--- src/rtl/core/rrp_pkg.sv ---
// Shared types and constants for the RESP request parser.
`timescale 1ns / 1ps
package rrp_pkg;

	typedef enum logic [3:0] {
		PH_STAR,
		PH_CNT,
		PH_CNT_LF,
		PH_DOLLAR,
		PH_LEN,
		PH_LEN_LF,
		PH_DATA,
		PH_CR,
		PH_LF,
		PH_ERR
	} phase_t;

	typedef enum logic [1:0] {
		EV_DATA = 2'd0,
		EV_ARG  = 2'd1,
		EV_ERR  = 2'd2
	} event_t;

	typedef enum logic [2:0] {
		ERR_ARRAY_MARK   = 3'd0,
		ERR_COUNT        = 3'd1,
		ERR_RANGE        = 3'd2,
		ERR_BULK_MARK    = 3'd3,
		ERR_LENGTH       = 3'd4,
		ERR_PAYLOAD_CRLF = 3'd5,
		ERR_OVERFLOW     = 3'd6
	} err_t;

	typedef struct packed {
		logic        valid;
		event_t      ev;
		logic [7:0]  data;
		logic [5:0]  idx;
		logic [31:0] len;
		logic        last;
		err_t        code;
	} result_t;

	localparam logic [7:0] CH_STAR   = 8'h2A;
	localparam logic [7:0] CH_DOLLAR = 8'h24;
	localparam logic [7:0] CH_CR     = 8'h0D;
	localparam logic [7:0] CH_LF     = 8'h0A;
	localparam logic [7:0] CH_PLUS   = 8'h2B;
	localparam logic [7:0] CH_MINUS  = 8'h2D;
	localparam logic [7:0] CH_ZERO   = 8'h30;
	localparam logic [7:0] CH_NINE   = 8'h39;

	localparam int         ARG_W         = 7;
	localparam logic [6:0] MAX_ARGS_RST  = 7'd64;
	localparam logic       REG_MAX_ARGS  = 1'b0;

endpackage

--- src/rtl/core/rrp_parse.sv ---
// Parser state machine: consumes one byte per step and forms the result word.
`timescale 1ns / 1ps
module rrp_parse
	import rrp_pkg::*;
#(
	parameter int LEN_BITS = 32
) (
	input  logic             clk,
	input  logic             arst_n,
	input  logic             step,
	input  logic [7:0]       rx_byte,
	input  logic [ARG_W-1:0] limit,
	output result_t          res
);

	localparam int WW = LEN_BITS + 4;
	localparam int PW = (LEN_BITS > 32) ? LEN_BITS : 32;

	phase_t              phase_q, phase_d;
	logic [LEN_BITS-1:0] accum_q, accum_d;
	logic                neg_q, neg_d;
	logic                digit_q, digit_d;
	logic                sign_q, sign_d;
	logic [ARG_W-1:0]    total_q, total_d;
	logic [ARG_W-1:0]    pos_q, pos_d;
	logic [LEN_BITS-1:0] blen_q, blen_d;
	logic [LEN_BITS-1:0] left_q, left_d;

	logic                fail;
	err_t                fcode;
	err_t                bad_num;
	logic                is_digit;
	logic                is_sign;
	logic [3:0]          dval;
	logic [WW-1:0]       acc_x10;
	logic                ovf;
	logic                last;
	logic [PW-1:0]       blen_ext;

	assign is_digit = (rx_byte >= CH_ZERO) && (rx_byte <= CH_NINE);
	assign is_sign  = ((rx_byte == CH_PLUS) || (rx_byte == CH_MINUS)) && !sign_q && !digit_q;
	assign dval     = is_digit ? rx_byte[3:0] : 4'd0;
	assign acc_x10  = (WW'(accum_q) << 3) + (WW'(accum_q) << 1) + WW'(dval);
	assign ovf      = |acc_x10[WW-1:LEN_BITS];
	assign bad_num  = (phase_q == PH_CNT) ? ERR_COUNT : ERR_LENGTH;
	assign last     = ({1'b0, pos_q} + 8'd1) >= {1'b0, total_q};
	assign blen_ext = PW'(blen_q);

	// next state
	always_comb begin
		phase_d = phase_q;
		accum_d = accum_q;
		neg_d   = neg_q;
		digit_d = digit_q;
		sign_d  = sign_q;
		total_d = total_q;
		pos_d   = pos_q;
		blen_d  = blen_q;
		left_d  = left_q;
		fail    = 1'b0;
		fcode   = ERR_ARRAY_MARK;
		case (phase_q)
			PH_STAR: begin
				if (rx_byte != CH_STAR) begin
					fail  = 1'b1;
					fcode = ERR_ARRAY_MARK;
				end else begin
					accum_d = '0;
					neg_d   = 1'b0;
					digit_d = 1'b0;
					sign_d  = 1'b0;
					phase_d = PH_CNT;
				end
			end
			PH_CNT, PH_LEN: begin
				if (rx_byte == CH_CR) begin
					if (!digit_q) begin
						fail  = 1'b1;
						fcode = bad_num;
					end else begin
						phase_d = (phase_q == PH_CNT) ? PH_CNT_LF : PH_LEN_LF;
					end
				end else if (is_sign) begin
					sign_d = 1'b1;
					neg_d  = (rx_byte == CH_MINUS);
				end else if (!is_digit) begin
					fail  = 1'b1;
					fcode = bad_num;
				end else if (ovf) begin
					fail  = 1'b1;
					fcode = ERR_OVERFLOW;
				end else begin
					accum_d = acc_x10[LEN_BITS-1:0];
					digit_d = 1'b1;
				end
			end
			PH_CNT_LF: begin
				if (rx_byte != CH_LF) begin
					fail  = 1'b1;
					fcode = ERR_COUNT;
				end else if ((accum_q == '0) || neg_q
					|| (accum_q > LEN_BITS'(limit))) begin
					fail  = 1'b1;
					fcode = ERR_RANGE;
				end else begin
					total_d = accum_q[ARG_W-1:0];
					pos_d   = '0;
					phase_d = PH_DOLLAR;
				end
			end
			PH_DOLLAR: begin
				if (rx_byte != CH_DOLLAR) begin
					fail  = 1'b1;
					fcode = ERR_BULK_MARK;
				end else begin
					accum_d = '0;
					neg_d   = 1'b0;
					digit_d = 1'b0;
					sign_d  = 1'b0;
					phase_d = PH_LEN;
				end
			end
			PH_LEN_LF: begin
				if ((rx_byte != CH_LF) || (neg_q && (accum_q != '0))) begin
					fail  = 1'b1;
					fcode = ERR_LENGTH;
				end else begin
					blen_d  = accum_q;
					left_d  = accum_q;
					phase_d = (accum_q != '0) ? PH_DATA : PH_CR;
				end
			end
			PH_DATA: begin
				left_d = left_q - LEN_BITS'(1);
				if (left_q == LEN_BITS'(1)) begin
					phase_d = PH_CR;
				end
			end
			PH_CR: begin
				if (rx_byte != CH_CR) begin
					fail  = 1'b1;
					fcode = ERR_PAYLOAD_CRLF;
				end else begin
					phase_d = PH_LF;
				end
			end
			PH_LF: begin
				if (rx_byte != CH_LF) begin
					fail  = 1'b1;
					fcode = ERR_PAYLOAD_CRLF;
				end else if (last) begin
					pos_d   = '0;
					total_d = '0;
					phase_d = PH_STAR;
				end else begin
					pos_d   = pos_q + 7'd1;
					phase_d = PH_DOLLAR;
				end
			end
			PH_ERR: begin
				phase_d = PH_ERR;
			end
			default: begin
				phase_d = phase_q;
			end
		endcase
		if (fail) begin
			phase_d = PH_ERR;
		end
	end

	// result word
	always_comb begin
		res       = '0;
		res.idx   = pos_q[5:0];
		res.ev    = EV_DATA;
		res.code  = ERR_ARRAY_MARK;
		if (step) begin
			if (fail) begin
				res.valid = 1'b1;
				res.ev    = EV_ERR;
				res.code  = fcode;
			end else if (phase_q == PH_DATA) begin
				res.valid = 1'b1;
				res.ev    = EV_DATA;
				res.data  = rx_byte;
			end else if ((phase_q == PH_LF) && (rx_byte == CH_LF)) begin
				res.valid = 1'b1;
				res.ev    = EV_ARG;
				res.len   = blen_ext[31:0];
				res.last  = last;
			end
		end
	end

	always_ff @(posedge clk or negedge arst_n) begin
		if (!arst_n) begin
			phase_q <= PH_STAR;
			accum_q <= '0;
			neg_q   <= 1'b0;
			digit_q <= 1'b0;
			sign_q  <= 1'b0;
			total_q <= '0;
			pos_q   <= '0;
			blen_q  <= '0;
			left_q  <= '0;
		end else if (step) begin
			phase_q <= phase_d;
			accum_q <= accum_d;
			neg_q   <= neg_d;
			digit_q <= digit_d;
			sign_q  <= sign_d;
			total_q <= total_d;
			pos_q   <= pos_d;
			blen_q  <= blen_d;
			left_q  <= left_d;
		end
	end

`ifndef SYNTH
	a_err_silent: assert property (@(posedge clk) disable iff (!arst_n)
		(phase_q == PH_ERR) |-> !res.valid)
		else $error("result produced after latched error");

	a_data_left: assert property (@(posedge clk) disable iff (!arst_n)
		(phase_q == PH_DATA) |-> (left_q != '0))
		else $error("payload phase with no bytes left");

	a_pos_range: assert property (@(posedge clk) disable iff (!arst_n)
		((phase_q == PH_DOLLAR) || (phase_q == PH_LEN) || (phase_q == PH_LEN_LF)
		|| (phase_q == PH_DATA) || (phase_q == PH_CR) || (phase_q == PH_LF))
		|-> (pos_q < total_q))
		else $error("argument index beyond count");

	a_fail_latch: assert property (@(posedge clk) disable iff (!arst_n)
		(step && fail) |=> (phase_q == PH_ERR))
		else $error("error not latched");
`endif

endmodule

--- src/rtl/core/resp_request_parser_core.sv ---
// Top level: RESP request parser with stream ports and register port.
`timescale 1ns / 1ps
// Each accepted byte is held in the input stage, parsed, and its word is registered in the output register.
// Throughput: one byte per cycle while the output register is empty or being
// taken; the input stage and the output register then advance together.
// Reset: parser expects the array marker, no word pending, max_args = 64.
// A parse error is reported once and then latched until reset.
module resp_request_parser_core
	import rrp_pkg::*;
#(
	parameter int MAX_ARGS = 64,
	parameter int LEN_BITS = 32
) (
	input  logic        clk,
	input  logic        arst_n,
	input  logic        s_tvalid,
	output logic        s_tready,
	input  logic [7:0]  s_tdata,   // [7:0] rx_byte
	output logic        m_tvalid,
	input  logic        m_tready,
	output logic [55:0] m_tdata,   // [7:0] data_byte, [13:8] arg_index,
	                               // [45:14] arg_length, [48:46] error_code
	output logic [1:0]  m_tuser,   // [1:0] event_res
	output logic        m_tlast,   // last_of_command
	input  logic        psel,
	input  logic        penable,
	input  logic        pwrite,
	input  logic [2:0]  paddr,
	input  logic [31:0] pwdata,
	output logic [31:0] prdata,
	output logic        pready
);

	localparam logic [ARG_W-1:0] LIM_CAP = ARG_W'((MAX_ARGS > 127) ? 127 : MAX_ARGS);

	logic [ARG_W-1:0] max_args_q;
	logic [ARG_W-1:0] limit;
	logic [7:0]       byte_s1;
	logic             vld_s1;
	result_t          res;
	result_t          res_s2;
	logic             out_vld_s2;
	logic             out_free;
	logic             advance;

	// register port
	assign pready = 1'b1;
	assign prdata = (paddr[2] == REG_MAX_ARGS) ? {25'd0, max_args_q} : 32'd0;

	always_ff @(posedge clk or negedge arst_n) begin
		if (!arst_n) begin
			max_args_q <= MAX_ARGS_RST;
		end else if (psel && penable && pwrite && pready && (paddr[2] == REG_MAX_ARGS)) begin
			max_args_q <= pwdata[ARG_W-1:0];
		end
	end

	assign limit = (max_args_q < LIM_CAP) ? max_args_q : LIM_CAP;

	// input stage
	assign out_free = !out_vld_s2 || m_tready;
	assign advance  = vld_s1 && out_free;
	assign s_tready = !vld_s1 || advance;

	always_ff @(posedge clk or negedge arst_n) begin
		if (!arst_n) begin
			vld_s1 <= 1'b0;
		end else if (s_tready) begin
			vld_s1 <= s_tvalid;
		end
	end

	always_ff @(posedge clk) begin
		if (s_tready && s_tvalid) begin
			byte_s1 <= s_tdata;
		end
	end

	rrp_parse #(
		.LEN_BITS (LEN_BITS)
	) u_parse (
		.clk     (clk),
		.arst_n  (arst_n),
		.step    (advance),
		.rx_byte (byte_s1),
		.limit   (limit),
		.res     (res)
	);

	// output register
	always_ff @(posedge clk or negedge arst_n) begin
		if (!arst_n) begin
			out_vld_s2 <= 1'b0;
		end else if (out_free) begin
			out_vld_s2 <= advance && res.valid;
		end
	end

	always_ff @(posedge clk) begin
		if (out_free && advance) begin
			res_s2 <= res;
		end
	end

	assign m_tvalid = out_vld_s2;
	assign m_tuser  = res_s2.ev;
	assign m_tlast  = res_s2.last;
	assign m_tdata  = {7'd0, res_s2.code, res_s2.len, res_s2.idx, res_s2.data};

endmodule
--- config.mk ---
export PLATFORM = sky130hd
export DESIGN_NAME = resp_request_parser_core
export DESIGN_NICKNAME = d
export VERILOG_FILES = /design/src/rtl/core/rrp_pkg.sv /design/src/rtl/core/rrp_parse.sv /design/src/rtl/core/resp_request_parser_core.sv
export SDC_FILE = /design/constraint.sdc
export NUM_CORES = 1
export LEC_CHECK = 0
export BUFFER_PORTS_ARGS = -buffer_cell sky130_fd_sc_hd__buf_2
export CELL_PAD_IN_SITES_DETAIL_PLACEMENT = 1
export CELL_PAD_IN_SITES_GLOBAL_PLACEMENT = 1
export CORE_MARGIN = 2
export CORE_UTILIZATION = 46
export CTS_CLUSTER_SIZE = 12
export DETAILED_ROUTE_END_ITERATION = 8
export PLACE_DENSITY = 0.79
export SETUP_SLACK_MARGIN = 0.3
export SYNTH_ARGS = -nofsm -noshare
export SYNTH_HDL_FRONTEND = slang
export SYNTH_SLANG_ARGS = --single-unit
--- constraint.sdc ---
create_clock -name clk -period 5.6 [get_ports clk]
set_clock_uncertainty 0.2 [all_clocks]
set_input_delay 1.4 -clock clk [delete_from_list [all_inputs] [get_ports clk]]
set_output_delay 1.4 -clock clk [all_outputs]
set_load 0.02 [all_outputs]
==> flow_metrics.tcl, run 1 <==
set metrics [dict create \
    clock-sinks 186 \
    ys_seq_area_share_pct 42.9 \
    cts_inserted_buffers 17 \
    area_growth_pct 10.7 \
    nets 1402 \
    place_congestion 0.874 \
    drv_slew 0 \
    hpwlAfterDp_mm 23.0 \
    min_to "u_parse.total_q[6]" \
    root_buffer "clkbuf_16" \
    fillCellCount 2824 \
    first_global_vias 10000 \
    avgSynthCellArea_um2 9.56 \
    synth_ff_type "dfrtp_1" \
    layout_commonest_cell "dfrtp_1" \
    clk_pin_slew_worst_paths_ns 0.08 \
    place_inst 1572 \
    crit_required_ns 5.71 \
    hold_depth 2 \
    power_w 0.00287 \
    row_count 57 \
    syn_inst 1209 \
    cp_data_arrival_time_ns 5.15 \
    grt_max_degree 111 \
    clock_latency_ns 0.44 \
    rrSetupSlack_ns 0.56 \
    diodes 0 \
    status "complete, no violations" \
    rr_startpoint "byte_s1[7]" \
    crit_path_start_kind "register" \
    tightest_slew_ns 1.23 \
    ys_ff_latch 186 \
    wl_per_cell_um 21.0 \
    first_pass_iters 5 \
    tns_ns 0 \
    power_density_nw_per_um2 224 \
    grt.total_usage_pct 25.6 \
    drtAntennaViolNets 0 \
    synth_area_um2 11600 \
    rr_endpoint "u_parse.accum_q[6]" \
    die_x_um 162 \
    placed_cell_area_um2 12100 \
    p_leak_nw 5.72 \
    antenna_found_initial 1 \
    ff2ff_path_depth 17 \
    cts.path.max_buffers 2 \
    finalCriticalPeriod_ns 5.04 \
    ys_warn_count 0 \
    layout_common_cells "dfrtp_1, nand2_1, a21oi_1, buf_2, ha_1" \
    grt-ovfl-total 0 \
    fin_crit_sh_pct 90.0 \
    cp-end-kind "register" \
    finalHoldViolations 0 \
    instances_no_fill 1607 \
    rsz0062_at_grt "no" \
    start_util_pct 47.2 \
    synth_cell_types 77 \
    synth_edf_count 60 \
    critPathMaxFanout 19 \
    ir_drop_mv 0.145 \
    grt_first_pass_wirelength_mm 53.4 \
    cts-htree-levels 4 \
    port_buffers 83 \
    drt-initial-drc-count 864 \
    async_flop_share_pct 67.7 \
    die_h_um 162 \
    fin_area_um2 12800 \
    drive_gt1_share_pct 14.6 \
    ios 144 \
    dieArea_um2 26400 \
    drv_cap 0 \
    remaining_drc_errors 0 \
    core_um2 24500 \
    clock.fmax_mhz 198 \
    vias 9776 \
    hp-class "register to register" \
    via_per_inst 6.08 \
    cts_tree "yes" \
    setup_violations 0 \
    hp-start "u_parse.total_q[6]" \
    slew_headroom_pct 17.4 \
    routed_wl_mm 33.8 \
    setup.worst_path.class "register to register" \
]
==> metrics by stage <==
stage               utilization (%)  hold slack, ns  setup slack, ns
global route                   52.3           0.309            0.315
floorplan                         -           0.242             1.10
finish                         52.3           0.285            0.560
detailed placement             49.6           0.276            0.709
CTS                            52.1           0.292            0.499
global placement               49.6           0.254            0.828
==> state kept, by name (all words and copies together) (netlist names), 2 cells and up <==
signal	cells
m_tdata	49
u_parse.accum_q	32
u_parse.blen_ext	32
u_parse.left_q	32
byte_s1	8
max_args_q	7
u_parse.pos_q	7
u_parse.total_q	7
u_parse.phase_q	4
m_tuser	2
==> cell usage after synthesis, types with 15 or more instances <==
| cell | n | area share [%] |
|---|---|---|
| a21oi_1 | 82 | 3.6 |
| a31oi_1 | 41 | 2.2 |
| and2_1 | 43 | 2.3 |
| and3_1 | 15 | 0.81 |
| buf_4 | 33 | 2.1 |
| clkbuf_1 | 40 | 1.3 |
| dfrtp_1 | 125 | 27 |
| edfxtp_1 | 60 | 16 |
| ha_1 | 80 | 8.7 |
| inv_1 | 40 | 1.3 |
| mux2_2 | 38 | 3.7 |
| nand2_1 | 91 | 3.0 |
| nand3_1 | 21 | 0.91 |
| nand4_1 | 15 | 0.81 |
| nor2_1 | 61 | 2.0 |
| nor2b_1 | 48 | 2.6 |
| nor3_1 | 26 | 1.1 |
| nor4_1 | 26 | 1.4 |
| o21ai_0 | 68 | 2.9 |
| o21ai_1 | 66 | 2.9 |
| xnor2_1 | 23 | 1.7 |
==> logic make-up (layout without fill, tap and decap cells) <==
logic type / after synthesis / count (layout) / synth area share [%]
simple gates: 389 / 391 / 17.8
buf+inv: 126 / 167 / 5.52
compound gates: 350 / 350 / 18.2
mux: 40 / 40 / 3.88
other cells: 2 / 33 / 0.0650
flops: 186 / 186 / 42.9
fa+ha+maj: 82 / 82 / 9.01
xor+xnor: 34 / 34 / 2.58
==> how the worst max path moves through the flow <==
stage               start                   to  cells past startpoint
2_1_floorplan    m_tready   u_parse.left_q[14]                      9
3_3_place_gp   byte_s1[1]  u_parse.accum_q[20]                     15
3_5_place_dp   byte_s1[1]  u_parse.accum_q[12]                     15
4_1_cts        byte_s1[1]  u_parse.accum_q[12]                     15
5_1_grt        byte_s1[7]   u_parse.accum_q[6]                     17
6_report       byte_s1[7]   u_parse.accum_q[6]                     17
==> where the power goes <==
group | internal [W] | switching, W | leakage (nW)
sequential | 0.00143 | 0.0000164 | 2.32
combinational | 0.0000511 | 0.000121 | 3.12
clock | 0.000665 | 0.000583 | 0.287
total | 0.00215 | 0.000720 | 5.72
==> worst max-delay path: stages, from the launching register on <==
cell	delay [ns]
edfxtp_1	0.44
nor2_1	0.24
nand3_1	0.18
nor2b_1	0.23
nand2_1	0.13
fa_1	0.52
inv_1	0.09
ha_1	0.32
a211oi_1	0.28
o21ai_1	0.19
o31a_1	0.31
or2_1	0.33
a211o_1	0.29
a32oi_2	0.28
nand3_4	0.26
buf_6	0.28
a31oi_1	0.20
o21ai_1	0.10
==> area by class of cell <==
cell class                 count  area [um^2]  share of cell area, %
clock buffer                  20          468                   3.66
clock inverter                12          125                  0.978
inverter                      40          150                   1.17
multi-input combinational    930         6150                   48.1
sequential                   186         4960                   38.7
tap                          324          405                   3.17
timing repair buffer          95          537                   4.20
==> metal layers <==
metal  up-vias  share of wire (%)  global-route usage, %
met5         -                  0                      0
li1       4509                  -                      -
met3        58                4.6                   3.08
met2       276                 49                   44.2
met4         0                2.5                   8.73
met1      4933                 44                   33.5
==> what timing repair did <==
| action | CTS | global route |
|---|---|---|
| resized for setup | 0 | 6 |
| setup endpoints to repair | 0 | 37 |
| setup buffers | 0 | 1 |
| hold buffers | 0 | 0 |
Note: power is estimated with default switching activity, not from simulation.
==> run 2: changes to the inputs <==
--- a/config.mk
+++ b/config.mk
@@ -16,4 +16,5 @@
 export SETUP_SLACK_MARGIN = 0.3
 export SYNTH_ARGS = -nofsm -noshare
 export SYNTH_HDL_FRONTEND = slang
+export SYNTH_HIERARCHICAL = 1
 export SYNTH_SLANG_ARGS = --single-unit
==> run 2 against run 1 <==
  * Synthesized area decreased by 1.4%
  * Non-clock buffer count grew 14
  * Sequential share of layout area up 0.46 points
  * Final cell count down 3.9%
  * Maximum frequency fell by 1.8%
  * Sequential power rose by 19%
  * Flip-flop and latch count did not move
  * Cell area shrank 1.2%
  * First-iteration DRC count decreased by 37%
  * Hold slack better by 0.014 ns
  * Critical endpoint is now u_parse/accum_q[29]
  * Largest cell class unchanged
==> flow_metrics.tcl, run 2 <==
set metrics [dict create \
    slew_headroom_pct 37.7 \
    avgSynthCellArea_um2 10.0 \
    grt.total_usage_pct 24.4 \
    routed_wl_mm 31.0 \
    async_flop_share_pct 67.7 \
    ys_seq_area_share_pct 43.5 \
    holdBufCountCts 0 \
    synth_cell_types 82 \
    muxShareOfSynthArea_pct 3.94 \
    cp_data_arrival_time_ns 5.24 \
    crit_chain "nor2_2 -> nand3_1 -> nor2b_1 -> nand2_1 -> fa_1 -> inv_1 -> fa_2 -> a211oi_2 -> o211ai_2 -> and3_1 -> or2_0 -> o311ai_4 -> o21bai_2 -> or4b_1 -> a21o_1 -> buf_4 -> a22o_1" \
    synthAdderAreaFrac_pct 9.14 \
    netlist.area_leader.share_pct 27.5 \
    tns_ns 0 \
    core_um2 24300 \
    cts_inserted_buffers 17 \
    post_cts_buffers 0 \
    critPathTopFamily "simple AND/OR/NAND/NOR gates" \
    synthTopCellsByCount "dfrtp_1, a21oi_1, nand2_1, ha_1, o21ai_0" \
    place_congestion 0.844 \
    start_util_pct 46.8 \
    yosysTopAreaCell "dfrtp_1" \
    fin_crit_sh_pct 91.7 \
    clock.fmax_mhz 195 \
    ios 144 \
    drv_slew 0 \
    drv_cap 0 \
    largest_register_ffs 49 \
    first_pass_iters 5 \
    grt_first_pass_wirelength_mm 50.8 \
    clk_pin_slew_worst_paths_ns 0.07 \
    row_count 57 \
    antenna_found_initial 0 \
    finalCriticalPeriod_ns 5.13 \
    dieArea_um2 26000 \
    synth_ff_type "dfrtp_1" \
    final_core_util_pct 52.0 \
    via_per_inst 5.87 \
    yosys.area_share.simple_pct 17.5 \
    yosysMostFrequentCell "dfrtp_1" \
    first_global_vias 9508 \
    ir_drop_mv 0.157 \
    synth_top_family_by_area "simple AND/OR/NAND/NOR gates" \
    setup.worst_path.class "register to register" \
    rsz0062_at_grt "no" \
    cts_resized 0 \
    crit_required_ns 5.71 \
    area_growth_pct 11.0 \
    grt-ovfl-total 0 \
    layout_commonest_cell "dfrtp_1" \
    cp.buffers_inverters 2 \
    clock-sinks 186 \
    synth_area_leaders "dfrtp_1, edfxtp_1, ha_1, a21oi_1, mux2_2" \
    cts-htree-levels 4 \
    remaining_drc_errors 0 \
    critPathMaxFanout 11 \
    port_buffers 83 \
    ys_ff_latch 186 \
    synthXorXnorAreaFrac_pct 2.84 \
    vias 9070 \
    synth-compound-area-share_pct 17.3 \
    nets 1340 \
    tightest_slew_ns 0.934 \
    crit_path_start_kind "register" \
    power_density_nw_per_um2 298 \
    synth_edf_count 60 \
    die_h_um 161 \
    hpwlAfterDp_mm 21.9 \
    finalHoldViolations 0 \
    cts_tree "yes" \
    drt-initial-drc-count 542 \
    hp-class "register to register" \
    layout_common_cells "dfrtp_1, a21oi_1, nand2_1, buf_2, ha_1" \
    wl_per_cell_um 20.0 \
    drive_gt1_share_pct 17.9 \
    drtAntennaViolNets 0 \
    cts.path.max_buffers 2 \
    syn_inst 1139 \
    slowest_delay_ns 0.54 \
    root_buffer "clkbuf_16" \
    critPathSlowestCell "or4b_1" \
    grt_max_degree 63 \
    die_x_um 161 \
    cp-end-kind "register" \
    setup_violations 0 \
    synth_area_um2 11400 \
    diodes 0 \
    clock_latency_ns 0.43 \
    status "complete, no violations" \
    ys_warn_count 6 \
    p_leak_nw 5.86 \
]
==> run 2: cell types whose count changed in the layout (fill, tap and decap cells not counted), moves of 9 or more <==
cell | before | now
nor3_1 | 23 | 32
a22o_1 | 3 | 40
a31oi_1 | 41 | 3
nor2b_1 | 48 | 13
buf_4 | 10 | 25
o21ai_1 | 66 | 11
==> run 2: cell type report <==
| type | count | area (um^2) |
|---|---|---|
| Fill cell | 2780 | 11700 |
| Multi-Input combinational cell | 862 | 5940 |
| Sequential cell | 186 | 4960 |
| Timing Repair Buffer | 109 | 638 |
| Clock buffer | 19 | 433 |
| Tap cell | 324 | 405 |
| Clock inverter | 13 | 154 |
| Inverter | 32 | 120 |
==> run 2: logic make-up (layout without fill, tap and decap cells) <==
family / count (synthesis) / count (layout)
AO/OA/AOI/OAI: 300 / 300
XOR/XNOR: 37 / 37
flip-flops: 186 / 186
buffers and inverters: 122 / 173
multiplexers: 40 / 40
other: 2 / 33
AND/OR/NAND/NOR: 370 / 370
adder cells (fa/ha/maj): 82 / 82
==> run 2: per-layer routing <==
metal	track usage, %	part of all wire [%]
met3	3.54	3.0
met2	42.8	51
met5	0	0
met1	31.8	45
met4	6.17	1.7
==> run 2: where the power goes <==
part,internal [W],switching [W]
Clock,0.000672,0.000572
Sequential,0.00158,0.000151
Combinational,0.000280,0.000515
==> run 2: metrics by stage <==
step                std cells  worst slack, ns  instance area, um^2  power [W]  hold WS, ns
floorplan                1170            0.888                11500    0.00229        0.243
global placement         1513            0.587                12000    0.00251        0.261
detailed placement       1513            0.491                12000    0.00254        0.274
CTS                      1545            0.390                12600    0.00379        0.289
global route             1545            0.309                12600    0.00394        0.316
finish                   1545            0.466                12600    0.00376        0.299
==> run 2: final timing paths <==
check / start / end / slack [ns] / cells after the start
max in group asynchronous: arst_n / u_parse/accum_q[19] / 3.42 / 2
worst min-delay path: u_parse/blen_ext[1] / u_parse/blen_ext[1] / 0.30 / 1
worst max register to register: byte_s1[7] / u_parse/accum_q[29] / 0.47 / 17
worst max-delay path: byte_s1[7] / u_parse/accum_q[29] / 0.47 / 17
worst min register to register: u_parse/blen_ext[1] / u_parse/blen_ext[1] / 0.30 / 1
min in group asynchronous: arst_n / u_parse/total_q[1] / 0.88 / 1
==> run 3: changes to the inputs <==
--- a/config.mk
+++ b/config.mk
@@ -5,14 +5,15 @@
 export SDC_FILE = /design/constraint.sdc
 export NUM_CORES = 1
 export LEC_CHECK = 0
-export BUFFER_PORTS_ARGS = -buffer_cell sky130_fd_sc_hd__buf_2
+export CAP_MARGIN = 20
 export CELL_PAD_IN_SITES_DETAIL_PLACEMENT = 1
 export CELL_PAD_IN_SITES_GLOBAL_PLACEMENT = 1
 export CORE_MARGIN = 2
-export CORE_UTILIZATION = 46
+export CORE_UTILIZATION = 50
 export CTS_CLUSTER_SIZE = 12
 export DETAILED_ROUTE_END_ITERATION = 8
-export PLACE_DENSITY = 0.79
+export DONT_BUFFER_PORTS = 1
+export PLACE_DENSITY = 0.78
 export SETUP_SLACK_MARGIN = 0.3
 export SYNTH_ARGS = -nofsm -noshare
 export SYNTH_HDL_FRONTEND = slang
==> run 3 against run 2 <==
  * Cell area is 3.8% lower
  * Global-route usage is 1.1 points higher
  * Die area is 7.8% lower
  * Core utilization is 2.0 points higher
  * Highest routed layer unchanged
  * Combinational power is 25% lower
  * Flip-flop and latch count stayed put
  * Largest power group unchanged
  * Sequential power is 6% higher
  * Register-to-register slack worse by 0.02 ns
  * Routed wire length is 2.3% lower
  * Worst setup slack worse by 0.021 ns
  * Critical endpoint is now u_parse/accum_q[2]
==> flow_metrics.tcl, run 3 (synthesized netlist as in run 2, its figures left out) <==
set metrics [dict create \
    status "complete, no violations" \
    cts.path.max_buffers 2 \
    routed_wl_mm 30.2 \
    cp.depth 17 \
    drtAntennaViolNets 0 \
    nets 1252 \
    place_congestion 0.854 \
    slowest_delay_ns 0.53 \
    worstSetupEndpoint "u_parse/accum_q[2]" \
    grt.total_usage_pct 25.5 \
    drt-initial-drc-count 449 \
    tightest_slew_ns 0.842 \
    diodes 0 \
    tns_ns 0 \
    clock-sinks 186 \
    critPathMaxFanout 32 \
    hpwlAfterDp_mm 20.2 \
    p_leak_nw 5.49 \
    via_per_inst 6.16 \
    instances_no_fill 1418 \
    root_buffer "clkbuf_16" \
    ff2ff_path_depth 17 \
    core_um2 22500 \
    remaining_drc_errors 0 \
    rr_endpoint "u_parse/accum_q[2]" \
    antenna_found_initial 0 \
    start_util_pct 50.6 \
    crit_required_ns 5.73 \
    drive_gt1_share_pct 11.8 \
    grt_max_degree 127 \
    layout_common_cells "dfrtp_1, a21oi_1, nand2_1, ha_1, o21ai_0" \
    clock_latency_ns 0.45 \
    crit_chain "nor2_4 -> nand3_1 -> nor2b_2 -> nand2_1 -> fa_1 -> inv_1 -> fa_2 -> a211oi_2 -> o211ai_2 -> and3_1 -> or2_0 -> o311ai_4 -> o21bai_2 -> or4b_1 -> a21o_1 -> buf_12 -> a22o_1" \
    holdBufCountCts 0 \
    grt-ovfl-total 0 \
    setup_violations 0 \
    power_density_nw_per_um2 303 \
    slew_headroom_pct 43.8 \
    cp.buffers_inverters 2 \
    largest_register_ffs 49 \
    final_core_util_pct 54.0 \
    finalCriticalPeriod_ns 5.15 \
    drv_cap 0 \
    area_growth_pct 6.73 \
    cts-htree-levels 4 \
    drv_slew 0 \
    row_count 55 \
    first_pass_iters 4 \
    ios 144 \
    fin_crit_sh_pct 92.0 \
    cts_inserted_buffers 17 \
    grt_first_pass_wirelength_mm 48.3 \
    cp-end-kind "register" \
    cts_tree "yes" \
    die_x_um 155 \
    hp-class "register to register" \
    critPathLaunch "byte_s1[7]" \
    power_w 0.00368 \
    ir_drop_mv 0.195 \
    critPathTopFamily "simple AND/OR/NAND/NOR gates" \
    layout_commonest_cell "dfrtp_1" \
    clock.fmax_mhz 194 \
    critPathSlowestCell "fa_1" \
    rsz0062_at_grt "no" \
    rrSetupSlack_ns 0.45 \
    vias 8732 \
    wl_per_cell_um 21.3 \
    finalHoldViolations 0 \
    dieArea_um2 24000 \
    cp_data_arrival_time_ns 5.29 \
    rr_startpoint "byte_s1[7]" \
    clk_pin_slew_worst_paths_ns 0.08 \
    port_buffers 0 \
    first_global_vias 8911 \
    die_h_um 155 \
    crit_path_start_kind "register" \
    setup.worst_path.class "register to register" \
    place_inst 1380 \
]
## run 3: cell count changes in the layout (fill, tap and decap cells not counted), moves of 3 or more
cell / change
clkinv_4: +3
clkinv_8: +3
buf_4: -5
buf_2: -82
## run 3: worst min path at each step
stage / startpoint / endpoint / slack, ns / cells after the start
2_1_floorplan: u_parse/left_q[16] / u_parse/left_q[16] / 0.24 / 2
4_1_cts: u_parse/left_q[16] / u_parse/left_q[16] / 0.30 / 2
5_1_grt: u_parse/left_q[16] / u_parse/left_q[16] / 0.32 / 2
3_3_place_gp: u_parse/left_q[16] / u_parse/left_q[16] / 0.26 / 2
6_report: u_parse/left_q[16] / u_parse/left_q[16] / 0.30 / 2
3_5_place_dp: u_parse/left_q[16] / u_parse/left_q[16] / 0.28 / 2
## run 3: metrics by stage
stage / cell area, um^2 / setup WS, ns / hold WS, ns
CTS: 12100 / 0.306 / 0.298
floorplan: 11500 / 0.888 / 0.243
detailed placement: 11500 / 0.329 / 0.283
finish: 12200 / 0.445 / 0.301
global placement: 11500 / 0.540 / 0.259
global route: 12200 / 0.299 / 0.320
## run 3: tightest hold or removal path: stages, from the launching register on
cell and delay [ns]:
dfrtp_1 0.35, nand2_1 0.05, o21ai_0 0.07
## run 3: layout make-up
class,count,area (um^2)
fill,2467,10300
multi-input combinational,862,5950
sequential,186,4960
clock buffer,17,425
tap,285,357
clock inverter,15,178
timing repair buffer,21,170
inverter,32,120
## run 3: metal layers
| layer | share of wire [%] | GRT usage, % | vias up |
|---|---|---|---|
| li1 | - | - | 4085 |
| met1 | 45 | 33.7 | 4432 |
| met2 | 50 | 43.9 | 175 |
| met3 | 3.0 | 3.73 | 40 |
| met4 | 1.6 | 6.88 | 0 |
| met5 | 0 | 0 | - |
## run 3: repair_timing
item / in CTS / in global routing
resized for setup: 1 / 7
buffers inserted: 0 / 6
endpoints found under the setup margin: 1 / 39
pin swaps: 0 / 2
gates cloned: 0 / 0
## run 3: where the power goes
part / total, W / switching (W) / internal [W]
clock: 0.00125 / 0.000611 / 0.000639
sequential: 0.00183 / 0.000250 / 0.00158
combinational: 0.000597 / 0.000381 / 0.000216
